**config.mk**
```make
export PLATFORM = sky130hd
export DESIGN_NAME = crc32c_splitmix_hash_unit
export DESIGN_NICKNAME = d
export VERILOG_FILES = /design/src/rtl/cshash_pkg.sv /design/src/rtl/cshash_front.sv /design/src/rtl/cshash_fifo.sv /design/src/rtl/cshash_mix.sv /design/src/rtl/crc32c_splitmix_hash_unit.sv
export SDC_FILE = /design/constraint.sdc
export NUM_CORES = 2
export LEC_CHECK = 0
export ABC_AREA = 1
export BUFFER_PORTS_ARGS = -buffer_cell sky130_fd_sc_hd__buf_4
export CORE_ASPECT_RATIO = 0.8
export CORE_MARGIN = 1.5
export CORE_UTILIZATION = 40
export CTS_CLUSTER_SIZE = 14
export DETAILED_ROUTE_END_ITERATION = 8
export GPL_ROUTABILITY_DRIVEN = 0
export PLACE_DENSITY = 0.62
export SLEW_MARGIN = 20
export SYNTH_ARGS = -nofsm -noshare
export SYNTH_HDL_FRONTEND = slang
export SYNTH_SLANG_ARGS = --single-unit
```
**constraint.sdc**
```tcl
create_clock -name aclk -period 11.2 [get_ports aclk]
set_input_delay 2.24 -clock aclk [delete_from_list [all_inputs] [get_ports aclk]]
set_output_delay 2.24 -clock aclk [all_outputs]
set_load 0.01 [all_outputs]
```
**src/rtl/cshash_pkg.sv**
```systemverilog
// Shared types, constants and the CRC32C byte step for the hash unit.
// No dependencies; used by every module of the block.
package cshash_pkg;

    localparam int unsigned KEY_W = 64;
    localparam int unsigned CRC_W = 32;
    localparam int unsigned BYTE_W = 8;
    localparam int unsigned COUNT_SHIFT = 24;

    localparam logic [CRC_W-1:0] CRC_POLY_REV = 32'h82F6_3B78;
    localparam logic [KEY_W-1:0] MIX_MUL_A = 64'hBF58_476D_1CE4_E5B9;
    localparam logic [KEY_W-1:0] MIX_MUL_B = 64'h94D0_49BB_1331_11EB;

    // One finished message waiting for the finalizer: the pre-mix key.
    typedef struct packed {
        logic             vld;
        logic [KEY_W-1:0] key;
    } req_t;

    // Reflected CRC32C update by one byte, one polynomial step per bit.
    function automatic logic [CRC_W-1:0] crc_byte(
        input logic [CRC_W-1:0]  crc,
        input logic [BYTE_W-1:0] data
    );
        logic [CRC_W-1:0] c;
        c = crc ^ {{(CRC_W-BYTE_W){1'b0}}, data};
        for (int k = 0; k < BYTE_W; k++) begin
            c = (c >> 1) ^ (c[0] ? CRC_POLY_REV : '0);
        end
        return c;
    endfunction

endpackage

```
**src/rtl/cshash_front.sv**
```systemverilog
// Front end: accepts message bytes, runs the CRC and byte count, and
// emits one pre-mix key per message. Depends on cshash_pkg.
module cshash_front #(
    parameter int unsigned LENGTH_BITS = 40
) (
    input  logic                          aclk,
    input  logic                          aresetn,
    input  logic                          accept,
    input  logic [cshash_pkg::BYTE_W-1:0] data_byte,
    input  logic                          has_byte,
    input  logic                          last,
    input  logic [cshash_pkg::KEY_W-1:0]  seed,
    output cshash_pkg::req_t              push
);

    logic [cshash_pkg::CRC_W-1:0] crc_reg, crc_next;
    logic [LENGTH_BITS-1:0]       count_reg, count_next;
    logic                         mid_reg, mid_next;

    logic [cshash_pkg::CRC_W-1:0] crc_start, crc_done;
    logic [LENGTH_BITS-1:0]       count_start;
    logic [cshash_pkg::KEY_W-1:0] count_wide;
    logic                         active;

    assign active = accept && (has_byte || last);

    always_comb begin
        crc_start   = mid_reg ? crc_reg : ~seed[cshash_pkg::CRC_W-1:0];
        count_start = mid_reg ? count_reg : '0;
        crc_next    = crc_reg;
        count_next  = count_reg;
        mid_next    = mid_reg;
        if (active) begin
            crc_next   = has_byte ? cshash_pkg::crc_byte(crc_start, data_byte) : crc_start;
            count_next = has_byte ? count_start + LENGTH_BITS'(1) : count_start;
            mid_next   = !last;
        end
    end

    // Close the message: complement, double, mix in seed and shifted count.
    always_comb begin
        crc_done   = ~crc_next;
        count_wide = {{(cshash_pkg::KEY_W-LENGTH_BITS){1'b0}}, count_next}
                     << cshash_pkg::COUNT_SHIFT;
        push.vld   = active && last;
        push.key   = {crc_done, crc_done} ^ seed ^ count_wide;
    end

    always_ff @(posedge aclk) begin
        crc_reg <= crc_next;
        if (!aresetn) begin
            count_reg <= '0;
            mid_reg   <= 1'b0;
        end else begin
            count_reg <= count_next;
            mid_reg   <= mid_next;
        end
    end

endmodule

```
**src/rtl/cshash_fifo.sv**
```systemverilog
// Two-entry queue of pre-mix keys between the front end and the finalizer.
// Depends on cshash_pkg.
module cshash_fifo (
    input  logic             aclk,
    input  logic             aresetn,
    input  cshash_pkg::req_t push,
    input  logic             pop,
    output cshash_pkg::req_t head,
    output logic             full
);

    logic [cshash_pkg::KEY_W-1:0] slot_reg [2];
    logic       wr_ptr_reg, wr_ptr_next;
    logic       rd_ptr_reg, rd_ptr_next;
    logic [1:0] fill_reg, fill_next;
    logic       do_push, do_pop;

    assign do_push  = push.vld && !full;
    assign do_pop   = pop && head.vld;
    assign full     = (fill_reg == 2'd2);
    assign head.vld = (fill_reg != 2'd0);
    assign head.key = slot_reg[rd_ptr_reg];

    always_comb begin
        wr_ptr_next = wr_ptr_reg ^ do_push;
        rd_ptr_next = rd_ptr_reg ^ do_pop;
        fill_next   = fill_reg + {1'b0, do_push} - {1'b0, do_pop};
    end

    always_ff @(posedge aclk) begin
        if (do_push) begin
            slot_reg[wr_ptr_reg] <= push.key;
        end
        if (!aresetn) begin
            wr_ptr_reg <= 1'b0;
            rd_ptr_reg <= 1'b0;
            fill_reg   <= 2'd0;
        end else begin
            wr_ptr_reg <= wr_ptr_next;
            rd_ptr_reg <= rd_ptr_next;
            fill_reg   <= fill_next;
        end
    end

endmodule

```
**src/rtl/cshash_mix.sv**
```systemverilog
// Back end: SplitMix64-style finalizer with one shared 32x32 multiplier,
// three partial products per 64-bit multiply. Depends on cshash_pkg.
module cshash_mix (
    input  logic                         aclk,
    input  logic                         aresetn,
    input  cshash_pkg::req_t             head,
    output logic                         pop,
    output logic                         m_tvalid,
    input  logic                         m_tready,
    output logic [cshash_pkg::KEY_W-1:0] m_tdata
);

    localparam logic [2:0] ST_IDLE = 3'd0;
    localparam logic [2:0] ST_P0   = 3'd1;
    localparam logic [2:0] ST_P1   = 3'd2;
    localparam logic [2:0] ST_P2   = 3'd3;
    localparam logic [2:0] ST_OUT  = 3'd4;

    logic [2:0]  state_reg, state_next;
    logic        pass_reg, pass_next;
    logic [63:0] x_reg, x_next;
    logic [63:0] acc_reg, acc_next;
    logic        out_vld_reg, out_vld_next;
    logic [63:0] out_reg, out_next;

    logic [63:0] kmul;
    logic [31:0] mul_a, mul_b, hi_sum;
    logic [63:0] prod, y;
    logic        out_free;

    assign out_free = !out_vld_reg || m_tready;
    assign kmul     = pass_reg ? cshash_pkg::MIX_MUL_B : cshash_pkg::MIX_MUL_A;
    assign mul_a    = (state_reg == ST_P2) ? x_reg[63:32] : x_reg[31:0];
    assign mul_b    = (state_reg == ST_P1) ? kmul[63:32] : kmul[31:0];
    assign prod     = {32'd0, mul_a} * {32'd0, mul_b};
    assign hi_sum   = acc_reg[63:32] + prod[31:0];
    assign y        = {hi_sum, acc_reg[31:0]};

    always_comb begin
        state_next   = state_reg;
        pass_next    = pass_reg;
        x_next       = x_reg;
        acc_next     = acc_reg;
        out_vld_next = out_vld_reg && !m_tready;
        out_next     = out_reg;
        pop          = 1'b0;
        unique case (state_reg)
            ST_IDLE: begin
                if (head.vld) begin
                    pop        = 1'b1;
                    x_next     = head.key ^ (head.key >> 30);
                    pass_next  = 1'b0;
                    state_next = ST_P0;
                end
            end
            ST_P0: begin
                acc_next   = prod;
                state_next = ST_P1;
            end
            ST_P1: begin
                acc_next   = y;
                state_next = ST_P2;
            end
            ST_P2: begin
                // Second pass leaves the raw product; xor-shift 31 at the output.
                if (!pass_reg) begin
                    x_next     = y ^ (y >> 27);
                    pass_next  = 1'b1;
                    state_next = ST_P0;
                end else begin
                    x_next     = y;
                    state_next = ST_OUT;
                end
            end
            ST_OUT: begin
                if (out_free) begin
                    out_next     = x_reg ^ (x_reg >> 31);
                    out_vld_next = 1'b1;
                    state_next   = ST_IDLE;
                end
            end
            default: begin
                state_next = ST_IDLE;
            end
        endcase
    end

    always_ff @(posedge aclk) begin
        x_reg   <= x_next;
        acc_reg <= acc_next;
        out_reg <= out_next;
        if (!aresetn) begin
            state_reg   <= ST_IDLE;
            pass_reg    <= 1'b0;
            out_vld_reg <= 1'b0;
        end else begin
            state_reg   <= state_next;
            pass_reg    <= pass_next;
            out_vld_reg <= out_vld_next;
        end
    end

    assign m_tvalid = out_vld_reg;
    assign m_tdata  = out_reg;

endmodule

```
**src/rtl/crc32c_splitmix_hash_unit.sv**
```systemverilog
// Top level of the CRC32C + SplitMix64 message hash unit.
// Depends on cshash_pkg, cshash_front, cshash_fifo and cshash_mix.
//
// Usage:
//   Send a message as a stream of requests on the s_ channel, one byte per
//   request. s_tuser[0] flags that s_tdata carries a byte; s_tlast closes
//   the message. A request with no byte and no last is ignored; one with no
//   byte but last on an idle stream hashes the empty message.
//   Each closed message yields one 64-bit hash on the m_ channel.
//   The seed is written through cfg_we/cfg_wdata; the user must do so only
//   while the unit is idle, as the unit itself does not enforce this.
// Throughput: one byte per cycle while s_tready is high; the CRC step is one
//   byte per cycle in the front end. The finalizer takes one message at a time
//   (six 32x32 partial products on one shared multiplier plus load and output),
//   so messages shorter than about 8 bytes are limited by the finalizer.
// Path: queue, then finalizer load, P0, P1, P2 for each pass, output, m_tvalid.
// Reset: clears the seed to zero, the byte count, the open-message flag,
//   the queue and the output. No clearing pass is needed.
// Stall: a held m_ result keeps the finalizer waiting; the two-entry queue
//   then fills and s_tready drops until space frees up.
module crc32c_splitmix_hash_unit #(
    parameter int unsigned LENGTH_BITS = 40
) (
    input  logic        aclk,
    input  logic        aresetn,
    // Input requests
    input  logic        s_tvalid,
    output logic        s_tready,
    input  logic [7:0]  s_tdata,   // [7:0] data_byte
    input  logic [0:0]  s_tuser,   // [0] has_byte
    input  logic        s_tlast,   // last
    // Hash results
    output logic        m_tvalid,
    input  logic        m_tready,
    output logic [63:0] m_tdata,   // [63:0] hash_value
    // Seed register
    input  logic        cfg_we,
    input  logic [63:0] cfg_wdata  // [63:0] hash_seed
);

    logic [cshash_pkg::KEY_W-1:0] seed_reg, seed_next;
    cshash_pkg::req_t             push, head;
    logic                         fifo_full;
    logic                         pop;
    logic                         s_accept;

    // Hold the seed until the next write.
    assign seed_next = cfg_we ? cfg_wdata : seed_reg;

    always_ff @(posedge aclk) begin
        if (!aresetn) begin
            seed_reg <= '0;
        end else begin
            seed_reg <= seed_next;
        end
    end

    // Stall input whenever the queue has no room for a closing request.
    assign s_tready = !fifo_full;
    assign s_accept = s_tvalid && s_tready;

    cshash_front #(
        .LENGTH_BITS(LENGTH_BITS)
    ) u_front (
        .aclk     (aclk),
        .aresetn  (aresetn),
        .accept   (s_accept),
        .data_byte(s_tdata),
        .has_byte (s_tuser[0]),
        .last     (s_tlast),
        .seed     (seed_reg),
        .push     (push)
    );

    cshash_fifo u_fifo (
        .aclk   (aclk),
        .aresetn(aresetn),
        .push   (push),
        .pop    (pop),
        .head   (head),
        .full   (fifo_full)
    );

    cshash_mix u_mix (
        .aclk    (aclk),
        .aresetn (aresetn),
        .head    (head),
        .pop     (pop),
        .m_tvalid(m_tvalid),
        .m_tready(m_tready),
        .m_tdata (m_tdata)
    );

    // A closing request is never pushed into a full queue.
    a_no_push_when_full: assert property (@(posedge aclk) disable iff (!aresetn)
        push.vld |-> !fifo_full)
        else $error("closing request pushed into full queue");

    // The finalizer only takes a key that is present.
    a_pop_needs_head: assert property (@(posedge aclk) disable iff (!aresetn)
        pop |-> head.vld)
        else $error("finalizer popped an empty queue");

    // Reset leaves no result pending.
    a_reset_clears_out: assert property (@(posedge aclk)
        !aresetn |=> !m_tvalid)
        else $error("result valid right after reset");

endmodule
```
==> impl_summary.log <==
INFO  metric maxClockFrequency = between 0.09 and 0.1 GHz
INFO  metric max_slew.worst_pin.slew = 1.17 ns
INFO  metric io_buffers = 144
INFO  metric ff_latch_count_synth = 467
INFO  metric layout_common_cells = inv_1 (1361), nand2_1 (1005), fa_1 (821)
INFO  metric proportion_of_register_bits_with_asynchronous_set_or_reset_after_synthesis = 0
INFO  metric count_of_final_max_slew_check_failures = 0
INFO  metric crit_path_top_delay_cell = fa_1
INFO  metric fp.dieArea = around 0.14 mm2
INFO  metric grt_max_degree = around 110
INFO  metric first_global_vias = approximately 44000
INFO  metric routed_wl = 191 mm
INFO  metric final.period_utilization = 0.976
INFO  metric cp-end-kind = flop
INFO  metric yosysSeqAreaShare = 0.229
INFO  metric largest_reg_flops = 128
INFO  metric worst-endpoint-required = around 12 ns
INFO  metric coreArea = 0.136 mm2
INFO  metric drt-wirelength-per-cell = 23.1 um
INFO  metric clock_sink_count = about 470
INFO  metric syn_to_final_growth = 9.11%
INFO  metric setup_slack = 0.265 ns
INFO  metric crit_type = flop to flop
INFO  metric cts.path.max_buffers = 3
INFO  metric preCtsSetupSlack = 0.217 ns
INFO  metric post_dr_vias_cell = 5.36
INFO  metric cts-hold-fix-buffers = 0
INFO  metric initial_core_utilization = 0.402
INFO  metric die-height = 334 um
INFO  metric drc = 0
INFO  metric critical_path_s_largest_stage_delay = 0.62 ns
INFO  metric avg_synthesized_cell_area = a little under 9 um2
INFO  metric clock_tree.root_cell = clkbuf_16
INFO  metric setup_total_negative_slack = 0 ns
INFO  metric pin_count = 145
INFO  metric hpwlAfterDp = around 160 mm
INFO  metric final_layout_size_suffix_gt1_frac = 0.0769
INFO  metric htree_depth = 2
INFO  metric clock_tree_from_tritoncts = yes
INFO  metric final-hold-violation-count = 0
INFO  metric min_period = 10.93 ns
INFO  metric clk_pin_slew = 0.07 ns
INFO  metric yosysWarningCount = 0
INFO  metric worst_clock_skew = about 0.033 ns
INFO  metric globalRoute.totalOverflow = 0
INFO  metric num_rows = 121
INFO  metric hold_path_class = flop to flop
INFO  metric nNetsFinal = between 7000 and 8000
INFO  metric grt_first_pass_wirelength = between 200 and 300 mm
INFO  metric setup-violations-final = 0
INFO  metric antennaDiodeCount = 0
INFO  metric synthesized_nets = between 7000 and 8000
INFO  metric vias = 44242
INFO  metric synth_enable_flop_cells = 320
INFO  metric slew_headroom = 0.213
INFO  metric setup.worst_path.start_class = flop
INFO  metric post_synth_inst_count = approximately 6300
INFO  metric setup_repair_after_global_routing_missed_its_margin = false
INFO  metric critPathMaxFanout = 20
INFO  metric synth_top_flop_cell = edfxtp_1
INFO  metric drt_iter0_markers = between 5000 and 6000
INFO  metric cts-resized-gates = 0
INFO  metric die_w = around 420 um
INFO  metric cp.arrival = roughly 11 ns
INFO  metric drtPass1Iterations = 6
INFO  metric cell_seen_most_often_among_critical_path_stages = fa_1
INFO  metric insertion_delay_of_the_later_clocked_pin_in_the_worst_skew_pair = roughly 0.60 ns
INFO  metric outcome = complete, no violations
INFO  metric cts_made_buffers = 43
INFO  metric cts_post_setup_buffers_inserted = 0
INFO  metric synth_cell_type_count = 60
INFO  metric number_of_max_capacitance_violations_reported = 0
INFO  metric final.fill_count = between 10000 and 15000
INFO  metric antenna_left = 0
INFO  metric syn_area = 0.0547 mm2
INFO  metric grt.total_usage = 0.274
INFO  metric layout_commonest_cell = inv_1
INFO  metric initial_antenna_violation_count = 4
stage by stage:
stage / instance area (um2) / instances / util / hold slack, ns
2_1_floorplan: 54700 / 6318 / - / 0.449
3_3_place_gp: 58200 / 8179 / 0.428 / 0.466
3_5_place_dp: 58200 / 8180 / 0.428 / 0.470
4_1_cts: 59700 / 8259 / 0.439 / 0.480
5_1_grt: 59700 / 8259 / 0.439 / 0.497
6_report: 59700 / 8259 / 0.439 / 0.478
metal layers:
metal,vias to the layer above,GRT usage,part of all wire
met3,373,0.0699,0.13
met4,6,0.0895,0.040
met2,2544,0.385,0.40
li1,19636,-,-
met5,-,0,0.00025
met1,21683,0.407,0.43
cells by family after synthesis:
group                    share of synthesized area
AO/OA/AOI/OAI                               0.0624
XOR/XNOR                                    0.0367
adder cells (fa/ha/maj)                      0.385
buffers and inverters                        0.109
flip-flops                                   0.229
multiplexers                                0.0114
other                                    0.0000685
AND/OR/NAND/NOR                              0.167
critical path, delay by kind of cell (launching register included):
| family | cells | cell delay (ns) |
|---|---|---|
| xor gates and xnor gates | 1 | 0.51 |
| buffers and inverters | 7 | 0.97 |
| and+or+nand+nor | 14 | 3.25 |
| DFF | 1 | 0.32 |
| AOI/OAI and AO/OA | 6 | 1.02 |
| adders and majority gates | 10 | 4.54 |
final cells by class:
class	count	area [um2]	area share
multi-input combinational	4290	36300	0.608
sequential	467	12600	0.210
inverter	1380	5180	0.0868
tap	1783	2230	0.0374
timing repair buffer	260	1980	0.0332
clock buffer	66	1260	0.0211
clock inverter	13	186	0.00312
synth_stat cells (3+ instances only):
master,number,area (um2)
a21o_1,26,195
buf_6,7,78.8
or2_2,64,400
o21ai_2,4,35.0
nor4_1,4,25.0
o21a_1,6,45.0
o21bai_1,22,165
clkinv_1,4,15.0
o31ai_1,3,22.5
nor3_1,36,180
xnor2_1,51,447
inv_1,1364,5120
nand3_2,8,80.1
mux2_2,10,113
o22ai_1,6,37.5
a21oi_1,208,1040
nand3b_1,14,105
xor2_1,171,1500
nor3_2,3,30.0
buf_2,5,25.0
buf_1,17,63.8
nand2_2,21,131
nor2_1,713,2680
nand2_1,1007,3780
dfxtp_1,147,2940
inv_2,12,45.0
mux2i_1,51,510
a211oi_1,3,22.5
nor2_2,7,43.8
edfxtp_1,320,9610
or2_1,3,18.8
o211ai_1,7,52.6
nand4_1,24,150
a21boi_0,6,45.0
fa_1,821,16400
o21ai_1,10,50.1
xor2_2,3,48.8
nor2_4,7,78.8
nand3_1,264,1320
buf_4,3,22.5
clkbuf_1,148,556
ha_1,368,4600
o21ai_0,296,1480
nand2_4,3,33.8
a31oi_1,20,125
worst paths after layout:
check | start | slack (ns) | to | cells past startpoint
worst max-delay path | u_mix.state_reg[2] | 0.27 | u_mix.x_reg[35] | 38
worst min-delay path | seed_reg[32] | 0.48 | seed_reg[32] | 2
worst max register to register | u_mix.state_reg[2] | 0.27 | u_mix.x_reg[35] | 38
worst min register to register | seed_reg[32] | 0.48 | seed_reg[32] | 2
Power is not shown: default switching activity piles up to over one toggle a cycle in this logic, so the estimate is an artifact.
